### src/hw/rtl/pidc_pkg.sv
// Shared types, constants and saturation helper of the clamped-integral PID controller.
// No dependencies; the top level, multiplier, divider and sequencer import it.
`default_nettype none

package pidc_pkg;

  localparam int unsigned DataW   = 32;
  localparam int unsigned GainW   = 24;
  localparam int unsigned DtW     = 24;
  localparam int unsigned LimitW  = 31;
  localparam int unsigned IsumW   = 48;
  localparam int unsigned MulAW   = 32;
  localparam int unsigned MulBW   = 25;
  localparam int unsigned ProdW   = MulAW + MulBW;
  localparam int unsigned SatInW  = ProdW - 16;
  localparam int unsigned DivW    = 56;
  localparam int unsigned CfgIdxW = 3;

  localparam logic [GainW-1:0]  KpReset    = 24'd78643;
  localparam logic [GainW-1:0]  KiReset    = 24'd655;
  localparam logic [GainW-1:0]  KdReset    = 24'd3277;
  localparam logic [DtW-1:0]    DtReset    = 24'd16777;
  localparam logic [LimitW-1:0] LimitReset = 31'd6553600;

  localparam logic signed [DataW-1:0] SatMax = {1'b0, {(DataW-1){1'b1}}};
  localparam logic signed [DataW-1:0] SatMin = {1'b1, {(DataW-1){1'b0}}};

  typedef enum logic [CfgIdxW-1:0] {
    CfgKp    = 3'd0,
    CfgKi    = 3'd1,
    CfgKd    = 3'd2,
    CfgDt    = 3'd3,
    CfgLimit = 3'd4
  } cfg_reg_e;

  typedef enum logic [3:0] {
    StIdle,
    StP,
    StInc,
    StAcc,
    StClamp,
    StI,
    StIres,
    StDwait,
    StD,
    StDres,
    StSum
  } state_e;

  typedef enum logic [1:0] {
    MulKpErr,
    MulErrDt,
    MulKiInt,
    MulKdDer
  } mul_op_e;

  typedef struct packed {
    logic    in_ready;
    mul_op_e mul_op;
    logic    ld_err;
    logic    ld_p;
    logic    ld_acc;
    logic    ld_clamp;
    logic    ld_i;
    logic    ld_deriv;
    logic    ld_d;
    logic    ld_out;
    logic    div_start;
  } ctrl_t;

  typedef struct packed {
    logic in_valid;
    logic div_busy;
    logic out_free;
  } seq_stat_t;

  typedef struct packed {
    logic                    sat;
    logic signed [DataW-1:0] val;
  } sat_t;

  function automatic sat_t sat32(input logic signed [SatInW-1:0] x);
    sat_t r;
    r.sat = 1'b0;
    r.val = x[DataW-1:0];
    if (x[SatInW-1:DataW-1] != {(SatInW-DataW+1){x[SatInW-1]}}) begin
      r.sat = 1'b1;
      r.val = x[SatInW-1] ? SatMin : SatMax;
    end
    return r;
  endfunction

endpackage

`default_nettype wire

### src/hw/rtl/pid_controller_clamped_integral.sv
// Top level of the clamped-integral PID controller: registers, datapath, output stage.
// Depends on pidc_pkg, pidc_mul, pidc_div and pidc_seq.
//
//   Channel  Direction  Handshake                Payload
//   in       request    in_valid_i / in_stall_o  target_value_i, measured_value_i
//   out      result     out_valid_o / out_stall_i drive_value_o, saturated_flag_o
//   cfg      write      cfg_valid_i / cfg_ready_o cfg_index_i, cfg_data_i
//
// A new request is accepted only after the result of the last one is loaded; the
// sequencer steps through its states in between. The 56-step serial divider for the
// derivative paces each request; the four products share one multiplier.
// Reset is asynchronous and active low and loads the default gains, period and limit.
// A stalled result holds in the output register while the next request is accepted.
`default_nettype none

module pid_controller_clamped_integral (
  input  logic                                clk_i,
  input  logic                                rst_ni,
  input  logic                                in_valid_i,
  output logic                                in_stall_o,
  input  logic signed [pidc_pkg::DataW-1:0]   target_value_i,
  input  logic signed [pidc_pkg::DataW-1:0]   measured_value_i,
  output logic                                out_valid_o,
  input  logic                                out_stall_i,
  output logic signed [pidc_pkg::DataW-1:0]   drive_value_o,
  output logic                                saturated_flag_o,
  input  logic                                cfg_valid_i,
  output logic                                cfg_ready_o,
  input  logic [pidc_pkg::CfgIdxW-1:0]        cfg_index_i,
  input  logic [pidc_pkg::LimitW-1:0]         cfg_data_i
);
  import pidc_pkg::*;

  logic [GainW-1:0]  kp_q, ki_q, kd_q;
  logic [DtW-1:0]    dt_q;
  logic [LimitW-1:0] limit_q;

  logic signed [IsumW-1:0] isum_q;
  logic signed [DataW-1:0] prev_q;

  logic signed [DataW-1:0] err_q, p_q, i_q, d_q, deriv_q;
  logic signed [IsumW:0]   acc_q;
  logic                    flag_q;

  logic                    out_valid_q;
  logic signed [DataW-1:0] drive_q;
  logic                    out_flag_q;

  ctrl_t     ctrl;
  seq_stat_t stat;

  logic signed [MulAW-1:0] mul_a;
  logic signed [MulBW-1:0] mul_b;
  logic signed [ProdW-1:0] prod;

  logic                    div_busy;
  logic [DivW-1:0]         quot;
  logic [DivW-1:0]         dividend;

  logic signed [DataW:0]   diff_in;
  logic signed [DataW:0]   diff_err;
  logic [DataW:0]          diff_abs;
  sat_t                    err_s, p_s, i_s, d_s, drive_s;
  logic signed [IsumW:0]   acc_d;
  logic signed [IsumW:0]   lim;
  logic signed [IsumW:0]   lim_neg;
  logic signed [IsumW:0]   clamp_val;
  logic signed [DataW-1:0] deriv_val;
  logic                    deriv_flag;
  logic signed [DataW+1:0] sum;
  logic                    out_free;

  assign cfg_ready_o = 1'b1;

  always_ff @(posedge clk_i or negedge rst_ni) begin
    if (!rst_ni) begin
      kp_q    <= KpReset;
      ki_q    <= KiReset;
      kd_q    <= KdReset;
      dt_q    <= DtReset;
      limit_q <= LimitReset;
    end else if (cfg_valid_i) begin
      unique case (cfg_reg_e'(cfg_index_i))
        CfgKp:    kp_q    <= cfg_data_i[GainW-1:0];
        CfgKi:    ki_q    <= cfg_data_i[GainW-1:0];
        CfgKd:    kd_q    <= cfg_data_i[GainW-1:0];
        CfgDt:    dt_q    <= cfg_data_i[DtW-1:0];
        CfgLimit: limit_q <= cfg_data_i;
        default:  ;
      endcase
    end
  end

  assign out_free      = !out_valid_q || !out_stall_i;
  assign stat.in_valid = in_valid_i;
  assign stat.div_busy = div_busy;
  assign stat.out_free = out_free;
  assign in_stall_o    = !ctrl.in_ready;

  pidc_seq u_seq (
    .clk_i  (clk_i),
    .rst_ni (rst_ni),
    .stat_i (stat),
    .ctrl_o (ctrl)
  );

  always_comb begin
    unique case (ctrl.mul_op)
      MulKpErr: begin
        mul_a = err_q;
        mul_b = $signed({kp_q[GainW-1], kp_q});
      end
      MulErrDt: begin
        mul_a = err_q;
        mul_b = $signed({1'b0, dt_q});
      end
      MulKiInt: begin
        mul_a = isum_q[IsumW-1:16];
        mul_b = $signed({ki_q[GainW-1], ki_q});
      end
      MulKdDer: begin
        mul_a = deriv_q;
        mul_b = $signed({kd_q[GainW-1], kd_q});
      end
      default: begin
        mul_a = err_q;
        mul_b = '0;
      end
    endcase
  end

  pidc_mul u_mul (
    .clk_i  (clk_i),
    .a_i    (mul_a),
    .b_i    (mul_b),
    .prod_o (prod)
  );

  assign diff_err = $signed({err_q[DataW-1], err_q}) - $signed({prev_q[DataW-1], prev_q});
  assign diff_abs = diff_err[DataW] ? 33'(-diff_err) : diff_err;
  assign dividend = {diff_abs[DataW-1:0], {DtW{1'b0}}};

  pidc_div u_div (
    .clk_i      (clk_i),
    .rst_ni     (rst_ni),
    .start_i    (ctrl.div_start),
    .dividend_i (dividend),
    .divisor_i  (dt_q),
    .busy_o     (div_busy),
    .quotient_o (quot)
  );

  assign diff_in = $signed({target_value_i[DataW-1], target_value_i})
                 - $signed({measured_value_i[DataW-1], measured_value_i});
  assign err_s = sat32($signed({{(SatInW-DataW-1){diff_in[DataW]}}, diff_in}));
  assign p_s   = sat32(prod[ProdW-1:16]);
  assign i_s   = sat32(prod[ProdW-1:16]);
  assign d_s   = sat32(prod[ProdW-1:16]);

  assign acc_d   = $signed({isum_q[IsumW-1], isum_q}) + $signed({prod[55], prod[55:8]});
  assign lim     = $signed({2'b00, limit_q, 16'b0});
  assign lim_neg = -lim;

  always_comb begin
    if (acc_q > lim) begin
      clamp_val = lim;
    end else if (acc_q < lim_neg) begin
      clamp_val = lim_neg;
    end else begin
      clamp_val = acc_q;
    end
  end

  always_comb begin
    deriv_flag = 1'b0;
    deriv_val  = quot[DataW-1:0];
    if (dt_q == '0) begin
      deriv_flag = 1'b1;
      deriv_val  = '0;
    end else if (!diff_err[DataW]) begin
      if (quot[DivW-1:DataW-1] != '0) begin
        deriv_flag = 1'b1;
        deriv_val  = SatMax;
      end
    end else begin
      if (quot[DivW-1:DataW] != '0 || (quot[DataW-1] && quot[DataW-2:0] != '0)) begin
        deriv_flag = 1'b1;
        deriv_val  = SatMin;
      end else begin
        deriv_val = -$signed(quot[DataW-1:0]);
      end
    end
  end

  assign sum = $signed({{2{p_q[DataW-1]}}, p_q}) + $signed({{2{i_q[DataW-1]}}, i_q})
             + $signed({{2{d_q[DataW-1]}}, d_q});
  assign drive_s = sat32($signed({{(SatInW-DataW-2){sum[DataW+1]}}, sum}));

  always_ff @(posedge clk_i) begin
    if (ctrl.ld_err) begin
      err_q  <= err_s.val;
      flag_q <= err_s.sat;
    end else begin
      if (ctrl.ld_p) begin
        p_q    <= p_s.val;
        flag_q <= flag_q | p_s.sat;
      end
      if (ctrl.ld_i) begin
        i_q    <= i_s.val;
        flag_q <= flag_q | i_s.sat;
      end
      if (ctrl.ld_deriv) begin
        deriv_q <= deriv_val;
        flag_q  <= flag_q | deriv_flag;
      end
      if (ctrl.ld_d) begin
        d_q    <= d_s.val;
        flag_q <= flag_q | d_s.sat;
      end
    end
    if (ctrl.ld_acc) begin
      acc_q <= acc_d;
    end
    if (ctrl.ld_out) begin
      drive_q    <= drive_s.val;
      out_flag_q <= flag_q | drive_s.sat;
    end
  end

  always_ff @(posedge clk_i or negedge rst_ni) begin
    if (!rst_ni) begin
      isum_q      <= '0;
      prev_q      <= '0;
      out_valid_q <= 1'b0;
    end else begin
      if (ctrl.ld_clamp) begin
        isum_q <= clamp_val[IsumW-1:0];
      end
      if (ctrl.ld_out) begin
        prev_q      <= err_q;
        out_valid_q <= 1'b1;
      end else if (!out_stall_i) begin
        out_valid_q <= 1'b0;
      end
    end
  end

  assign out_valid_o      = out_valid_q;
  assign drive_value_o    = drive_q;
  assign saturated_flag_o = out_flag_q;

endmodule

`default_nettype wire

### src/hw/rtl/pidc_mul.sv
// Shared signed multiplier with a registered product.
// Depends on pidc_pkg for the operand widths.
`default_nettype none

module pidc_mul (
  input  logic                              clk_i,
  input  logic signed [pidc_pkg::MulAW-1:0] a_i,
  input  logic signed [pidc_pkg::MulBW-1:0] b_i,
  output logic signed [pidc_pkg::ProdW-1:0] prod_o
);
  import pidc_pkg::*;

  logic signed [ProdW-1:0] prod_q;

  always_ff @(posedge clk_i) begin
    prod_q <= a_i * b_i;
  end

  assign prod_o = prod_q;

endmodule

`default_nettype wire

### src/hw/rtl/pidc_div.sv
// Serial restoring divider, one quotient bit per cycle, unsigned operands.
// Depends on pidc_pkg for the operand widths.
`default_nettype none

module pidc_div (
  input  logic                           clk_i,
  input  logic                           rst_ni,
  input  logic                           start_i,
  input  logic [pidc_pkg::DivW-1:0]      dividend_i,
  input  logic [pidc_pkg::DtW-1:0]       divisor_i,
  output logic                           busy_o,
  output logic [pidc_pkg::DivW-1:0]      quotient_o
);
  import pidc_pkg::*;

  localparam int unsigned CntW = $clog2(DivW + 1);

  logic            busy_q, busy_d;
  logic [CntW-1:0] cnt_q, cnt_d;
  logic [DivW-1:0] dq_q, dq_d;
  logic [DtW-1:0]  rem_q, rem_d;
  logic [DtW:0]    trial;
  logic [DtW:0]    diff;

  assign trial = {rem_q, dq_q[DivW-1]};
  assign diff  = trial - {1'b0, divisor_i};

  always_comb begin
    busy_d = busy_q;
    cnt_d  = cnt_q;
    dq_d   = dq_q;
    rem_d  = rem_q;
    if (start_i) begin
      busy_d = 1'b1;
      cnt_d  = CntW'(DivW);
      dq_d   = dividend_i;
      rem_d  = '0;
    end else if (busy_q) begin
      cnt_d = cnt_q - 1'b1;
      if (cnt_q == CntW'(1)) begin
        busy_d = 1'b0;
      end
      if (trial >= {1'b0, divisor_i}) begin
        rem_d = diff[DtW-1:0];
        dq_d  = {dq_q[DivW-2:0], 1'b1};
      end else begin
        rem_d = trial[DtW-1:0];
        dq_d  = {dq_q[DivW-2:0], 1'b0};
      end
    end
  end

  always_ff @(posedge clk_i or negedge rst_ni) begin
    if (!rst_ni) begin
      busy_q <= 1'b0;
      cnt_q  <= '0;
    end else begin
      busy_q <= busy_d;
      cnt_q  <= cnt_d;
    end
  end

  always_ff @(posedge clk_i) begin
    dq_q  <= dq_d;
    rem_q <= rem_d;
  end

  assign busy_o     = busy_q;
  assign quotient_o = dq_q;

endmodule

`default_nettype wire

### src/hw/rtl/pidc_seq.sv
// Sequencer that steps the shared multiplier and the divider through one sample.
// Depends on pidc_pkg for the state, control and status types.
`default_nettype none

module pidc_seq (
  input  logic                 clk_i,
  input  logic                 rst_ni,
  input  pidc_pkg::seq_stat_t  stat_i,
  output pidc_pkg::ctrl_t      ctrl_o
);
  import pidc_pkg::*;

  state_e state_q, state_d;

  always_comb begin
    state_d = state_q;
    unique case (state_q)
      StIdle:  if (stat_i.in_valid) state_d = StP;
      StP:     state_d = StInc;
      StInc:   state_d = StAcc;
      StAcc:   state_d = StClamp;
      StClamp: state_d = StI;
      StI:     state_d = StIres;
      StIres:  state_d = StDwait;
      StDwait: if (!stat_i.div_busy) state_d = StD;
      StD:     state_d = StDres;
      StDres:  state_d = StSum;
      StSum:   if (stat_i.out_free) state_d = StIdle;
      default: state_d = StIdle;
    endcase
  end

  always_comb begin
    ctrl_o        = '0;
    ctrl_o.mul_op = MulKpErr;
    unique case (state_q)
      StIdle: begin
        ctrl_o.in_ready = 1'b1;
        ctrl_o.ld_err   = stat_i.in_valid;
      end
      StP: begin
        ctrl_o.mul_op    = MulKpErr;
        ctrl_o.div_start = 1'b1;
      end
      StInc: begin
        ctrl_o.mul_op = MulErrDt;
        ctrl_o.ld_p   = 1'b1;
      end
      StAcc:   ctrl_o.ld_acc = 1'b1;
      StClamp: ctrl_o.ld_clamp = 1'b1;
      StI:     ctrl_o.mul_op = MulKiInt;
      StIres:  ctrl_o.ld_i = 1'b1;
      StDwait: ctrl_o.ld_deriv = !stat_i.div_busy;
      StD:     ctrl_o.mul_op = MulKdDer;
      StDres:  ctrl_o.ld_d = 1'b1;
      StSum:   ctrl_o.ld_out = stat_i.out_free;
      default: ctrl_o = '0;
    endcase
  end

  always_ff @(posedge clk_i or negedge rst_ni) begin
    if (!rst_ni) begin
      state_q <= StIdle;
    end else begin
      state_q <= state_d;
    end
  end

endmodule

`default_nettype wire

### config.mk
export PLATFORM = sky130hd
export DESIGN_NAME = pid_controller_clamped_integral
export DESIGN_NICKNAME = d
export VERILOG_FILES = /design/src/hw/rtl/pidc_pkg.sv /design/src/hw/rtl/pid_controller_clamped_integral.sv /design/src/hw/rtl/pidc_mul.sv /design/src/hw/rtl/pidc_div.sv /design/src/hw/rtl/pidc_seq.sv
export SDC_FILE = /design/constraint.sdc
export NUM_CORES = 2
export LEC_CHECK = 0
export BUFFER_PORTS_ARGS = -buffer_cell sky130_fd_sc_hd__buf_2
export CAP_MARGIN = 10
export CORE_UTILIZATION = 40
export CTS_CLUSTER_DIAMETER = 30
export DETAILED_ROUTE_END_ITERATION = 8
export PLACE_DENSITY_LB_ADDON = 0.1
export SLEW_MARGIN = 10
export SYNTH_ARGS = -nofsm -noshare
export SYNTH_HDL_FRONTEND = slang
export SYNTH_HIERARCHICAL = 1
export SYNTH_SLANG_ARGS = --single-unit
### constraint.sdc
create_clock -name clk_i -period 13 [get_ports clk_i]
set_input_delay 0 -clock clk_i [delete_from_list [all_inputs] [get_ports clk_i]]
set_output_delay 0 -clock clk_i [all_outputs]
set_load 0.03 [all_outputs]
# [Word-level counts from Yosys, hierarchy flattened]
# Cells that the tools add are included.
[word_totals] memories=0 latch_bits=0 output_inout_bits=36 word_cells=143 in_bits=103 mem_bits_rw=0 rom_bits=0 register_bits=599
[classes] n_addsub=10 eq_ne=25 n_mul=1 n_lt_le_gt_ge=3 mux=49 n_div=0 n_bitwise=4 n_shift=0 reduce_logical=27
[ops] op="2-to-1 mux 32 bit" count=7
[ops] op="2-to-1 mux 56 bit" count=2
[ops] op="one-hot mux 25 bit (4 select lines)" count=1
[ops] op="2-to-1 mux 33 bit" count=3
[ops] op="2-to-1 mux 48 bit" count=2
[ops] op="one-hot mux 32 bit (3 select lines)" count=1
[ops] op="subtractor 32 x 32 -> 33 bit" count=2
[ops] op="negation 32 bit" count=2
[ops] op="multiplier 32 x 25 -> 57 bit" count=1
[ops] op="adder 48 x 48 -> 49 bit" count=1
[ops] op="greater-than comparator 49 x 48 -> 1 bit" count=1
[ops] op="< comparator 49 bit" count=1
[ops] op="negation 47 -> 49 bit" count=1
[ops] op="one-hot mux 4 bit (11 select lines)" count=1
[ops] op="adder 33 x 32 -> 34 bit" count=1
[ops] op="adder 32 x 32 -> 33 bit" count=1
[ops] op="nonzero test 31 bit" count=1
[ops] op=">= comparator 25 x 24 -> 1 bit" count=1
[ops] op="2-to-1 mux 1 bit" count=25
[ops] op="nonzero test 25 bit" count=1
[ops] op="zero test 24 bit" count=1
[ops] op="2-to-1 mux 24 bit" count=1
[ops] op="nonzero test 24 bit" count=1
[ops] op="subtractor 24 bit" count=1
[ops] op="32 further kinds" count=59

# [Depth between registers and ports, before layout]
[logic_depth] word_depth=10 ltp_mapped=34 ltp_nobuf=30

# [Hierarchy]
# The synthesis kept the hierarchy.
[modules_own_cells] mod="pid_controller_clamped_integral" area_each_um2=30264.0 seq_area_each_um2=12539.5 cells_each=3014 instances=1
[modules_own_cells] mod="pidc_mul" area_each_um2=29691.0 seq_area_each_um2=1141.1 cells_each=3196 instances=1
[modules_own_cells] mod="pidc_div" area_each_um2=4954.8 seq_area_each_um2=2337.2 cells_each=453 instances=1
[modules_own_cells] mod="pidc_seq" area_each_um2=360.3 seq_area_each_um2=100.1 cells_each=43 instances=1

# [Worst setup path after synthesis]
# No wires, ideal clock.
[synth_path] path_type="reg-to-reg" from="register u_seq.state_q[3]" to="register u_mul.prod_q[56] (netlist: u_mul/prod_o[56])" setup_time_ns=0.073 stages_incl_launch_ff=30 t_required_ns=12.927 arrival_time_ns=8.399 slack_ns=4.528 cell_sequence="dfrtp_1 -> buf_4 -> xnor2_1 -> nor3_1 -> clkbuf_1 -> buf_1 -> mux4_2 -> clkbuf_1 -> nand2_1 -> inv_1 -> fa_1 -> fa_1 -> inv_1 -> fa_1 -> inv_1 -> fa_1 -> fa_1 -> inv_1 -> fa_1 -> fa_1 -> inv_1 -> ha_1 -> a21o_1 -> o211ai_1 -> nand2_1 -> a21o_1 -> a21o_1 -> and4_1 -> o211a_1 -> nor3_2"
[synth_lines] element="from (decl)" line="pidc_seq.sv:13" rtl="state_e state_q, state_d;"
[synth_lines] element="from (signal assigned)" line="pidc_seq.sv:63" rtl="state_q <= StIdle;"
[synth_lines] element="from (signal assigned)" line="pidc_seq.sv:65" rtl="state_q <= state_d;"
[synth_lines] element="to (signal assigned)" line="pidc_mul.sv:16" rtl="prod_q <= a_i * b_i;"
[synth_lines] element="to (decl)" line="pidc_mul.sv:13" rtl="logic signed [ProdW-1:0] prod_q;"

==> impl_metrics.yaml <==
place:
  port-buffer-count: 137
  dp_hpwl_mm: 153
  gp_congestion: 0.896
  post_dp_cell_area_um2: 68200
grt:
  track_usage_pct: 24.9
  grt_pass1_vias: 51322
  antenna_found_initial: 10
  grt_max_degree: 98
  grt-ovfl-total: 0
  grt_pass1_wl_mm: 312
setup_path:
  crit_family: "adder cells"
  cp-end-kind: "flop"
  slowest_delay_ns: 1.02
  cpMostUsedCell: "fa_1"
  crit_chain: "xnor2_1 -> nor3_2 -> buf_12 -> mux4_2 -> and2_1 -> fa_1 -> fa_1 -> fa_1 -> inv_1 -> fa_1 -> inv_1 -> fa_1 -> fa_1 -> ha_1 -> and3_1 -> nor3b_2 -> nand2_1 -> or4_1 -> a211oi_2 -> o21ai_1 -> a21oi_1 -> o211a_1 -> nor3_2"
  critPathKind: "reg2reg"
  crit_slowest_cell: "fa_1"
  crit_required_ns: 13.65
  cp_max_fo: 58
  cp-start-kind: "flop"
  crit_buf_inv: 3
  rrSetupSlack_ns: 3.53
  worstPathArrival_ns: 10.12
clock_tree:
  cts_root_buf: "clkbuf_16"
  htree_levels: 4
  clkSinkCount: 591
  clk_pin_slew_ns: 0.05
  cts_tree: "yes"
  clk_latency_ns: 0.78
  numCtsBuffers: 146
  clockBufferDepth: 3
timing:
  fin_crit_ns: 9.47
  final.setup.tns_ns: 0
  rsz0062_at_grt: "no"
  tightest_slew_ns: 1.16
  hold_viol: 0
  fmax_ghz: 0.106
  fin_skew_ns: 0.0631
  slew_violations: 0
  fin_crit_sh_pct: 72.8
  slew_headroom_pct: 22.4
  finalSetupViolCount: 0
run:
  cap_violations: 0
route:
  route.vias.total: 48832
  routedWlPerCell_um: 21.9
  via_per_inst: 5.33
  drc: 0
  wl_mm: 201
  firstDrtPassIters: 6
  drt-initial-drc-count: 3123
  antenna_left: 0
floorplanning:
  io_pins: 139
  die_h_um: 405
  placementRows: 147
  start_util_pct: 40.4
  fp.dieArea_um2: 164000
  core-area_um2: 161000
  die_w_um: 405
yosys:
  synth.avg_cell_area_um2: 9.72
  synthCells: 6690
  yosysWarningCount: 6
  synthesis.area_um2: 65100
final_layout:
  area_growth_pct: 14.5
  fin_area_um2: 74500
  nFillCells: 15415
  drive_above_1_share_pct: 11.6
  fin_nets: 8234
run_status:
  status: "finished, final reports clean"
worst_hold_path:
  hold_class: "in2reg"
cell usage in the layout, fill, tap and decap left out, types with 39 or more instances in the layout:
cell type and count:
nand2b_1 46, nand3_1 92, inv_1 1088, a21oi_1 251, a31oi_1 62, ha_1 394
nand2_1 638, nand4_1 40, dfrtp_1 189, mux2_2 159, xor2_1 66, nor2_1 275
edfxtp_1 299, fa_1 856, mux2i_1 45, nor3_1 68, clkbuf_16 146, and2_1 411
dlygate4sd3_1 107, a211oi_1 39, dfxtp_1 73, o21ai_0 259, a21o_1 172, buf_4 74
buf_2 136, xnor2_1 181
layout make-up:
cell class / count / area (um^2) / area share [%]
clock inverters: 104 / 1370 / 1.84
clock buffers: 168 / 3820 / 5.12
inverters: 1090 / 4090 / 5.49
well taps: 2160 / 2700 / 3.63
diodes: 3 / 7.51 / 0.0101
flip-flops and latches: 591 / 16000 / 21.4
repair buffers: 321 / 2380 / 3.20
multi-input cells: 4731 / 44100 / 59.3
what timing repair did:
action | in CTS | in global routing
gates resized for setup | 0 | 0
setup buffers | 0 | 0
hold buffers | 108 | 0
endpoints found under the hold margin | 298 | 0
worst reg2reg max path: cells and delay by family, from the launching register on:
family	cells	cell delay, ns
adder cells (fa/ha/maj)	7	4.15
AND/OR/NAND/NOR	7	1.67
multiplexers	1	1.06
AO/OA/AOI/OAI	4	0.84
buffers and inverters	3	0.79
flip-flops	1	0.68
XOR/XNOR	1	0.17
state kept, by name, indices dropped and copies added (netlist names), 4 cells and up:
signal and count:
p_q 32, drive_value_o 32, u_div/rem_q 24, acc_q 49, err_q 32, u_div/quotient_o 56, deriv_q 32, kd_q 24
limit_q 31, isum_q 48, u_div/cnt_q 6, u_mul/prod_o 49, d_q 32, ki_q 24, dt_q 24, kp_q 24
u_seq/state_q 4, prev_q 32, i_q 32
stage by stage:
step                      hold WS [ns]  instances  utilization [%]  setup slack, ns
after global placement         -0.0753       8785             42.4             3.72
after CTS                      0.00108       9165             46.3             3.55
after detailed placement       -0.0765       8785             42.4             3.57
after global routing            0.0546       9165             46.3             3.06
after floorplan                 -0.296       6713                -             4.53
final                           0.0420       9168             46.3             3.53
metal layers:
layer	vias to the layer above	track usage (%)	share of wire (%)
met2	1201	41.6	48
met5	-	0	0
met4	0	6.93	2.6
met3	273	2.80	4.5
met1	24949	34.1	45
li1	22409	-	-
worst paths after layout:
check	end	from	cells after the start
setup / recovery	u_mul/prod_o[56]	u_seq/state_q[1]	23
max in group asynchronous	prev_q[20]	rst_ni	5
hold / removal	err_q[12]	measured_value_i[12]	5
setup reg to reg	u_mul/prod_o[56]	u_seq/state_q[1]	23
min in group asynchronous	isum_q[8]	rst_ni	4
hold reg to reg	isum_q[7]	acc_q[7]	1
Power is not shown: default switching activity piles up to over one toggle a cycle in this logic, so the estimate is an artifact.
